## config.mk

```make
export PLATFORM = sky130hd
export DESIGN_NAME = utf8_stream_decoder_flat
export DESIGN_NICKNAME = d
export VERILOG_FILES = /design/src/hw/rtl/u8d_pkg.sv /design/src/hw/rtl/u8d_if.sv /design/src/hw/rtl/u8d_decode.sv /design/src/hw/rtl/u8d_out_reg.sv /design/src/hw/rtl/utf8_stream_decoder.sv /design/src/flat_wrapper.sv
export SDC_FILE = /design/constraint.sdc
export NUM_CORES = 1
export LEC_CHECK = 0
export BUFFER_PORTS_ARGS = -buffer_cell sky130_fd_sc_hd__buf_2
export CAP_MARGIN = 20
export CORE_MARGIN = 3
export CORE_UTILIZATION = 53
export CTS_BUF_LIST = sky130_fd_sc_hd__clkbuf_16
export CTS_CLUSTER_DIAMETER = 80
export DETAILED_ROUTE_END_ITERATION = 10
export GPL_TIMING_DRIVEN = 1
export MAX_ROUTING_LAYER = met4
export PLACE_DENSITY = 0.8
export SYNTH_ARGS = -nofsm -noshare
export SYNTH_HDL_FRONTEND = slang
export SYNTH_SLANG_ARGS = --single-unit
```

## constraint.sdc

```tcl
create_clock -name clock -period 3 [get_ports clock]
set_input_delay 0.9 -clock clock [delete_from_list [all_inputs] [get_ports clock]]
set_output_delay 0.9 -clock clock [all_outputs]
set_load 0.05 [all_outputs]
```

## src/hw/rtl/u8d_pkg.sv

```systemverilog
// Shared types and constants of the UTF-8 stream decoder.
package u8d_pkg;

   localparam int unsigned BYTE_W  = 8;
   localparam int unsigned POINT_W = 21;
   localparam int unsigned COUNT_W = 2;
   localparam int unsigned BITS_PER_CONT = 6;

   // Lead byte prefixes, compared against the top bits of the byte
   localparam logic [2:0] LEAD2_PREFIX = 3'b110;
   localparam logic [3:0] LEAD3_PREFIX = 4'b1110;
   localparam logic [4:0] LEAD4_PREFIX = 5'b11110;

   localparam logic [POINT_W-1:0] REPLACEMENT_POINT = 21'h00FFFD;

   localparam logic [COUNT_W-1:0] NEED_NONE  = 2'd0;
   localparam logic [COUNT_W-1:0] NEED_ONE   = 2'd1;
   localparam logic [COUNT_W-1:0] NEED_TWO   = 2'd2;
   localparam logic [COUNT_W-1:0] NEED_THREE = 2'd3;

   // One decoded code point on its way to the result register
   typedef struct packed {
      logic [POINT_W-1:0] code_point;
      logic               last_point;
   } result_type;

endpackage

```

## src/hw/rtl/u8d_if.sv

```systemverilog
// Request and response channel interfaces of the UTF-8 stream decoder.
interface u8d_req_if;
   logic                       valid;
   logic                       ready;
   logic [u8d_pkg::BYTE_W-1:0] byte_in;
   logic                       string_end;

   modport source (output valid, output byte_in, output string_end, input ready);
   modport sink   (input valid, input byte_in, input string_end, output ready);
endinterface

interface u8d_rsp_if;
   logic                        valid;
   logic                        ready;
   logic [u8d_pkg::POINT_W-1:0] code_point;
   logic                        last_point;

   modport source (output valid, output code_point, output last_point, input ready);
   modport sink   (input valid, input code_point, input last_point, output ready);
endinterface

```

## src/hw/rtl/u8d_decode.sv

```systemverilog
// Per-byte decode step and the open-sequence state registers.
module u8d_decode (
   input  logic                        clock,
   input  logic                        reset,
   input  logic                        step,
   input  logic [u8d_pkg::BYTE_W-1:0]  byte_in,
   input  logic                        string_end,
   output logic                        emit,
   output u8d_pkg::result_type         result
);

   logic [u8d_pkg::POINT_W-1:0] partial_ff, partial_in;
   logic [u8d_pkg::COUNT_W-1:0] remain_ff, remain_in;
   logic [u8d_pkg::POINT_W-1:0] point;
   logic [u8d_pkg::COUNT_W-1:0] need;

   // Classify a lead byte or shift in a continuation byte
   always_comb begin
      point = '0;
      need  = u8d_pkg::NEED_NONE;
      if (remain_ff == u8d_pkg::NEED_NONE) begin
         if (byte_in[7] == 1'b0) begin
            point = {13'd0, byte_in};
         end else if (byte_in[7:5] == u8d_pkg::LEAD2_PREFIX) begin
            point = {16'd0, byte_in[4:0]};
            need  = u8d_pkg::NEED_ONE;
         end else if (byte_in[7:4] == u8d_pkg::LEAD3_PREFIX) begin
            point = {17'd0, byte_in[3:0]};
            need  = u8d_pkg::NEED_TWO;
         end else if (byte_in[7:3] == u8d_pkg::LEAD4_PREFIX) begin
            point = {18'd0, byte_in[2:0]};
            need  = u8d_pkg::NEED_THREE;
         end else begin
            point = u8d_pkg::REPLACEMENT_POINT;
         end
      end else begin
         point = {partial_ff[u8d_pkg::POINT_W-u8d_pkg::BITS_PER_CONT-1:0], byte_in[5:0]};
         need  = remain_ff - 2'd1;
      end
   end

   // Emit when the sequence completes or the string closes
   assign emit              = (need == u8d_pkg::NEED_NONE) || string_end;
   assign result.code_point = point;
   assign result.last_point = string_end;

   always_comb begin
      partial_in = partial_ff;
      remain_in  = remain_ff;
      if (step) begin
         if (emit) begin
            partial_in = '0;
            remain_in  = u8d_pkg::NEED_NONE;
         end else begin
            partial_in = point;
            remain_in  = need;
         end
      end
   end

   // Hold the open sequence across bytes
   always_ff @(posedge clock) begin
      if (reset) begin
         partial_ff <= '0;
         remain_ff  <= u8d_pkg::NEED_NONE;
      end else begin
         partial_ff <= partial_in;
         remain_ff  <= remain_in;
      end
   end

   // An open sequence never holds more than fifteen gathered bits
   assert property (@(posedge clock) disable iff (reset)
      remain_ff != u8d_pkg::NEED_NONE |-> partial_ff[u8d_pkg::POINT_W-1:15] == '0)
      else $error("partial code point too wide for open sequence");

   // An emitted code point closes the sequence
   assert property (@(posedge clock) disable iff (reset)
      step && emit |=> remain_ff == u8d_pkg::NEED_NONE && partial_ff == '0)
      else $error("sequence still open after emit");

endmodule

```

## src/hw/rtl/u8d_out_reg.sv

```systemverilog
// Result register that drives the response channel.
module u8d_out_reg (
   input  logic                clock,
   input  logic                reset,
   input  logic                load,
   input  u8d_pkg::result_type result,
   output logic                busy,
   u8d_rsp_if.source           rsp_chan
);

   logic                valid_ff, valid_in;
   u8d_pkg::result_type data_ff, data_in;

   // Keep the result until taken; a load only comes when the slot frees
   assign valid_in = load || (valid_ff && !rsp_chan.ready);
   assign data_in  = load ? result : data_ff;
   assign busy     = valid_ff && !rsp_chan.ready;

   always_ff @(posedge clock) begin
      if (reset) begin
         valid_ff <= 1'b0;
      end else begin
         valid_ff <= valid_in;
      end
   end

   always_ff @(posedge clock) begin
      data_ff <= data_in;
   end

   assign rsp_chan.valid      = valid_ff;
   assign rsp_chan.code_point = data_ff.code_point;
   assign rsp_chan.last_point = data_ff.last_point;

endmodule

```

## src/hw/rtl/utf8_stream_decoder.sv

```systemverilog
// Top level of the UTF-8 stream decoder.
//
// Usage:
//   req_chan carries one raw byte of a UTF-8 string per request, with
//   string_end set on the final byte of the string. rsp_chan carries the
//   decoded code points, each with last_point set on the final one.
//   A request is taken when valid and ready are both high at a clock edge.
//   A byte that completes a code point waits in the input register; its
//   response becomes valid when the decode step loads the result register.
//   Throughput: one byte per cycle while no response is stalled, set by the
//   single decode step between the input register and the result register.
//   Bytes that only extend a sequence give no response and never wait on
//   the response side. A byte that gives a response waits in the input
//   register while the result register is held by a stalled receiver; a
//   new request is refused only then.
//   Reset (synchronous, active high) empties both registers and drops any
//   open sequence.
module utf8_stream_decoder (
   input  logic       clock,
   input  logic       reset,
   u8d_req_if.sink    req_chan,
   u8d_rsp_if.source  rsp_chan
);

   logic                       in_valid_ff, in_valid_in;
   logic [u8d_pkg::BYTE_W-1:0] in_byte_ff, in_byte_in;
   logic                       in_end_ff, in_end_in;
   logic                       emit;
   logic                       out_busy;
   logic                       step;
   logic                       req_take;
   u8d_pkg::result_type        result;

   // Advance the held byte unless its result would hit a stalled slot
   assign step     = in_valid_ff && !(emit && out_busy);
   assign req_chan.ready = !in_valid_ff || step;
   assign req_take = req_chan.valid && req_chan.ready;

   assign in_valid_in = req_take || (in_valid_ff && !step);
   assign in_byte_in  = req_take ? req_chan.byte_in    : in_byte_ff;
   assign in_end_in   = req_take ? req_chan.string_end : in_end_ff;

   always_ff @(posedge clock) begin
      if (reset) begin
         in_valid_ff <= 1'b0;
      end else begin
         in_valid_ff <= in_valid_in;
      end
   end

   always_ff @(posedge clock) begin
      in_byte_ff <= in_byte_in;
      in_end_ff  <= in_end_in;
   end

   u8d_decode u_decode (
      .clock      (clock),
      .reset      (reset),
      .step       (step),
      .byte_in    (in_byte_ff),
      .string_end (in_end_ff),
      .emit       (emit),
      .result     (result)
   );

   u8d_out_reg u_out_reg (
      .clock    (clock),
      .reset    (reset),
      .load     (step && emit),
      .result   (result),
      .busy     (out_busy),
      .rsp_chan (rsp_chan)
   );

   // A held byte that is blocked stays in the input register
   assert property (@(posedge clock) disable iff (reset)
      in_valid_ff && !step |=> in_valid_ff && $stable(in_byte_ff) && $stable(in_end_ff))
      else $error("blocked request lost from input register");

   // A result never overwrites one the receiver has not taken
   assert property (@(posedge clock) disable iff (reset)
      rsp_chan.valid && !rsp_chan.ready |-> !(step && emit))
      else $error("result register overwritten while stalled");

endmodule
```

## src/flat_wrapper.sv

```systemverilog
// flat-port wrapper written by rule: the top's interface ports become plain ports
module utf8_stream_decoder_flat 
  (clock, reset, req_chan_valid, req_chan_byte_in, req_chan_string_end, req_chan_ready, rsp_chan_valid, rsp_chan_code_point, rsp_chan_last_point, rsp_chan_ready);
  u8d_req_if req_chan_i ();
  u8d_rsp_if rsp_chan_i ();
  input  logic clock;
  input  logic reset;
  input wire logic [$bits(req_chan_i.valid)-1:0] req_chan_valid;
  input wire logic [$bits(req_chan_i.byte_in)-1:0] req_chan_byte_in;
  input wire logic [$bits(req_chan_i.string_end)-1:0] req_chan_string_end;
  output wire logic [$bits(req_chan_i.ready)-1:0] req_chan_ready;
  output wire logic [$bits(rsp_chan_i.valid)-1:0] rsp_chan_valid;
  output wire logic [$bits(rsp_chan_i.code_point)-1:0] rsp_chan_code_point;
  output wire logic [$bits(rsp_chan_i.last_point)-1:0] rsp_chan_last_point;
  input wire logic [$bits(rsp_chan_i.ready)-1:0] rsp_chan_ready;
  assign req_chan_i.valid = req_chan_valid;
  assign req_chan_i.byte_in = req_chan_byte_in;
  assign req_chan_i.string_end = req_chan_string_end;
  assign req_chan_ready = req_chan_i.ready;
  assign rsp_chan_valid = rsp_chan_i.valid;
  assign rsp_chan_code_point = rsp_chan_i.code_point;
  assign rsp_chan_last_point = rsp_chan_i.last_point;
  assign rsp_chan_i.ready = rsp_chan_ready;
  utf8_stream_decoder u_core (.clock(clock), .reset(reset), .req_chan(req_chan_i), .rsp_chan(rsp_chan_i));
endmodule
```

==> metrics.txt <==
status finished clean; Area contributors post-synth edfxtp_1 50%, dfxtp_1 20%, a22o_2 8.5%; Post-Syn Area 0.00188 mm2; drt pass-1 iters 4; post-route minimum period 2730 ps; Vias 1,178; internal power 1100 uW; post-synthesis mux area share 0.533%; final net count 182; Post-Synth Adder-Cell Area 0%; ys flop type edfxtp_1; kind of critical path flip-flop to output pin; H-tree levels 2; P_sw 329 uW; number of CTS-inserted buffers 5; P_leak 0.000946 uW; syn nets 142; sequential area share after synthesis 69.8%; post-synthesis cell type count 30; DR vias/cell 5.50; share of layout cells above drive strength 1 40.6%; Die W 65.5 um; fin util 70.2%; total negative slack 0 ps; hold_buf cts 0; initial core utilization 58.7%; Max Fclk 367 MHz; IO buf count 36; CP arrival 1830 ps; placed cell areas 0.00211 mm2; floorplan core area 0.00320 mm2; Post-synth ARST share 0%; CP endpoint kind output pin; post-route cell area 0.00225 mm2; CTS tree yes; Slew @ Worst Pin 883 ps; Compound-Gate Fraction of Synth Area 19.0%; Hold WC Path Type flip-flop to flip-flop; post-DR wirelength/cell 14.1 um; worst ir drop on vdd 469 uV; Die Footprint 0.00430 mm2; MaxCap Viol Count 0; Post-Synth XOR/XNOR Area 0%; Post-CTS Resized 0; endpoints failing hold 0; reg2reg setup slack 780 ps; Post-synth EDFFs 31; most common cell after layout, fill and taps aside buf_2; grt ovf 0; 1st-iter DRT viols 46; Power per Cell Area 634 mW/mm2; largest family of logic cells by synthesized area compound AO/OA/AOI/OAI gates; Yosys top cell by area edfxtp_1; final-report setup violation count 0; fin. max-slew vios 0; Final Cycle Share 90.9%; post-synthesis simple-gate area fraction 8.32%; clk buf depth 2; Syn Area/Cell 14.6 um2; Hold WS 472 ps; sequential share of power 54.0%; Layout area overhead 19.6%; setup bufs post-CTS 0; Switching Share 23.1%; worst-skew pair later-pin latency 290 ps; number of top-level pins 37; Total GRT Usage 16.6%; Synth top area share 49.5%; cell row count 20; Logic pwr share 9.0%; CP required 2100 ps; R2R Path Start u_core.in_byte_ff[6]; Sink Count 50; Clock Power Share 37.0%; Clk pin slew, worst setup/hold paths 60 ps; chip height 65.5 um; worst r2r path cells 5; CP Launch Point u_core.in_byte_ff[6]; r2r endpoint u_core.u_out_reg.rsp_chan.last_point; first-pass GRT wire length 5220 um; crit path capture req_chan_ready; commonest cells after routing, fill and taps aside 36 x buf_2, 31 x edfxtp_1, 19 x dfxtp_1; slew margin rel. 40.8%; clk root buf clkbuf_16; post-route ant nets 0; WL final 3020 um; crit-path max FO 7; CP Launch Type flip-flop; DRC viols 0; #FFs+latches synth 50; Synth Warn # 0; vias in the first global route 1,134; initial antenna violation count 0; global placement routability congestion 0.785; RSZ-0062 raised after global routing false; pin count of the biggest net entering global routing 18; detailed placement HPWL 2020 um; Cells after Synth 129; clock skew 4.29 ps; # diodes 0
[cells in the mapped netlist (all sizes together), types with 2 or more instances]
cell type / count
nor2b: 3
clkbuf: 3
a21oi: 9
dfxtp: 19
nand2b: 2
or2: 3
a21o: 9
nor2: 3
buf: 3
o21ai: 3
edfxtp: 31
and2: 5
nand3: 2
inv: 3
nand2: 3
a22o: 16
[worst min path at each step]
stage	start	endpoint	cells after the start
global route	u_core.u_decode.partial_ff[12]	u_core.u_decode.partial_ff[12]	1
global placement	u_core.u_decode.partial_ff[13]	u_core.u_decode.partial_ff[13]	1
floorplan	u_core.u_decode.partial_ff[14]	u_core.u_decode.partial_ff[14]	1
finish	u_core.u_decode.partial_ff[14]	u_core.u_decode.partial_ff[14]	1
detailed placement	u_core.u_decode.partial_ff[12]	u_core.u_decode.partial_ff[12]	1
CTS	u_core.u_decode.partial_ff[12]	u_core.u_decode.partial_ff[12]	1
[stage by stage]
step	total power (uW)	cells	setup WS (ps)
after floorplan	879	129	519
after global placement	909	206	452
after detailed placement	913	206	413
after CTS	1440	214	276
after global routing	1480	214	203
final	1430	214	273
[cells by family (layout without fill, tap and decap cells)]
family | Yosys count | in the layout
simple gates | 25 | 25
mux | 1 | 1
buf+inv | 9 | 50
compound gates | 44 | 44
flops | 50 | 50
[worst max-delay path, cell delays in order (launching register included)]
cell and delay, ps:
edfxtp_1 480, and4bb_1 260, a21oi_1 400, nand3_1 160, buf_2 240
[area by class of cell]
type | count | area, um2
flip-flops and latches | 50 | 1310
fillers | 242 | 955
multi-input cells | 70 | 527
repair buffers | 39 | 203
clock buffers | 5 | 125
well taps | 44 | 55.1
clock inverters | 3 | 16.3
inverters | 3 | 11.3
[flip-flops by register name, indices dropped and copies added (netlist names)]
register	cells
u_core.u_out_reg.rsp_chan.last_point	1
u_core.u_out_reg.rsp_chan.valid	1
u_core.u_decode.remain_ff	2
u_core.in_byte_ff	8
u_core.in_end_ff	1
u_core.in_valid_ff	1
u_core.u_out_reg.rsp_chan.code_point	21
u_core.u_decode.partial_ff	15
[layer usage]
layer | routed length, um | global-route usage [%] | vias up
met1 | 1310 | 19.5 | 571
met3 | 185 | 5.30 | 7
met2 | 1470 | 26.7 | 34
li1 | - | - | 566
met4 | 55 | 6.22 | 0
met5 | 0 | - | -
[power groups by stage]
stage	logic, uW	registers, uW	clock network (uW)
CTS	129	770	538
detailed placement	128	785	0
floorplan	44.4	835	0
global placement	126	783	0
global route	138	772	575
finish	128	770	528
(Power assumes the default switching activity.)
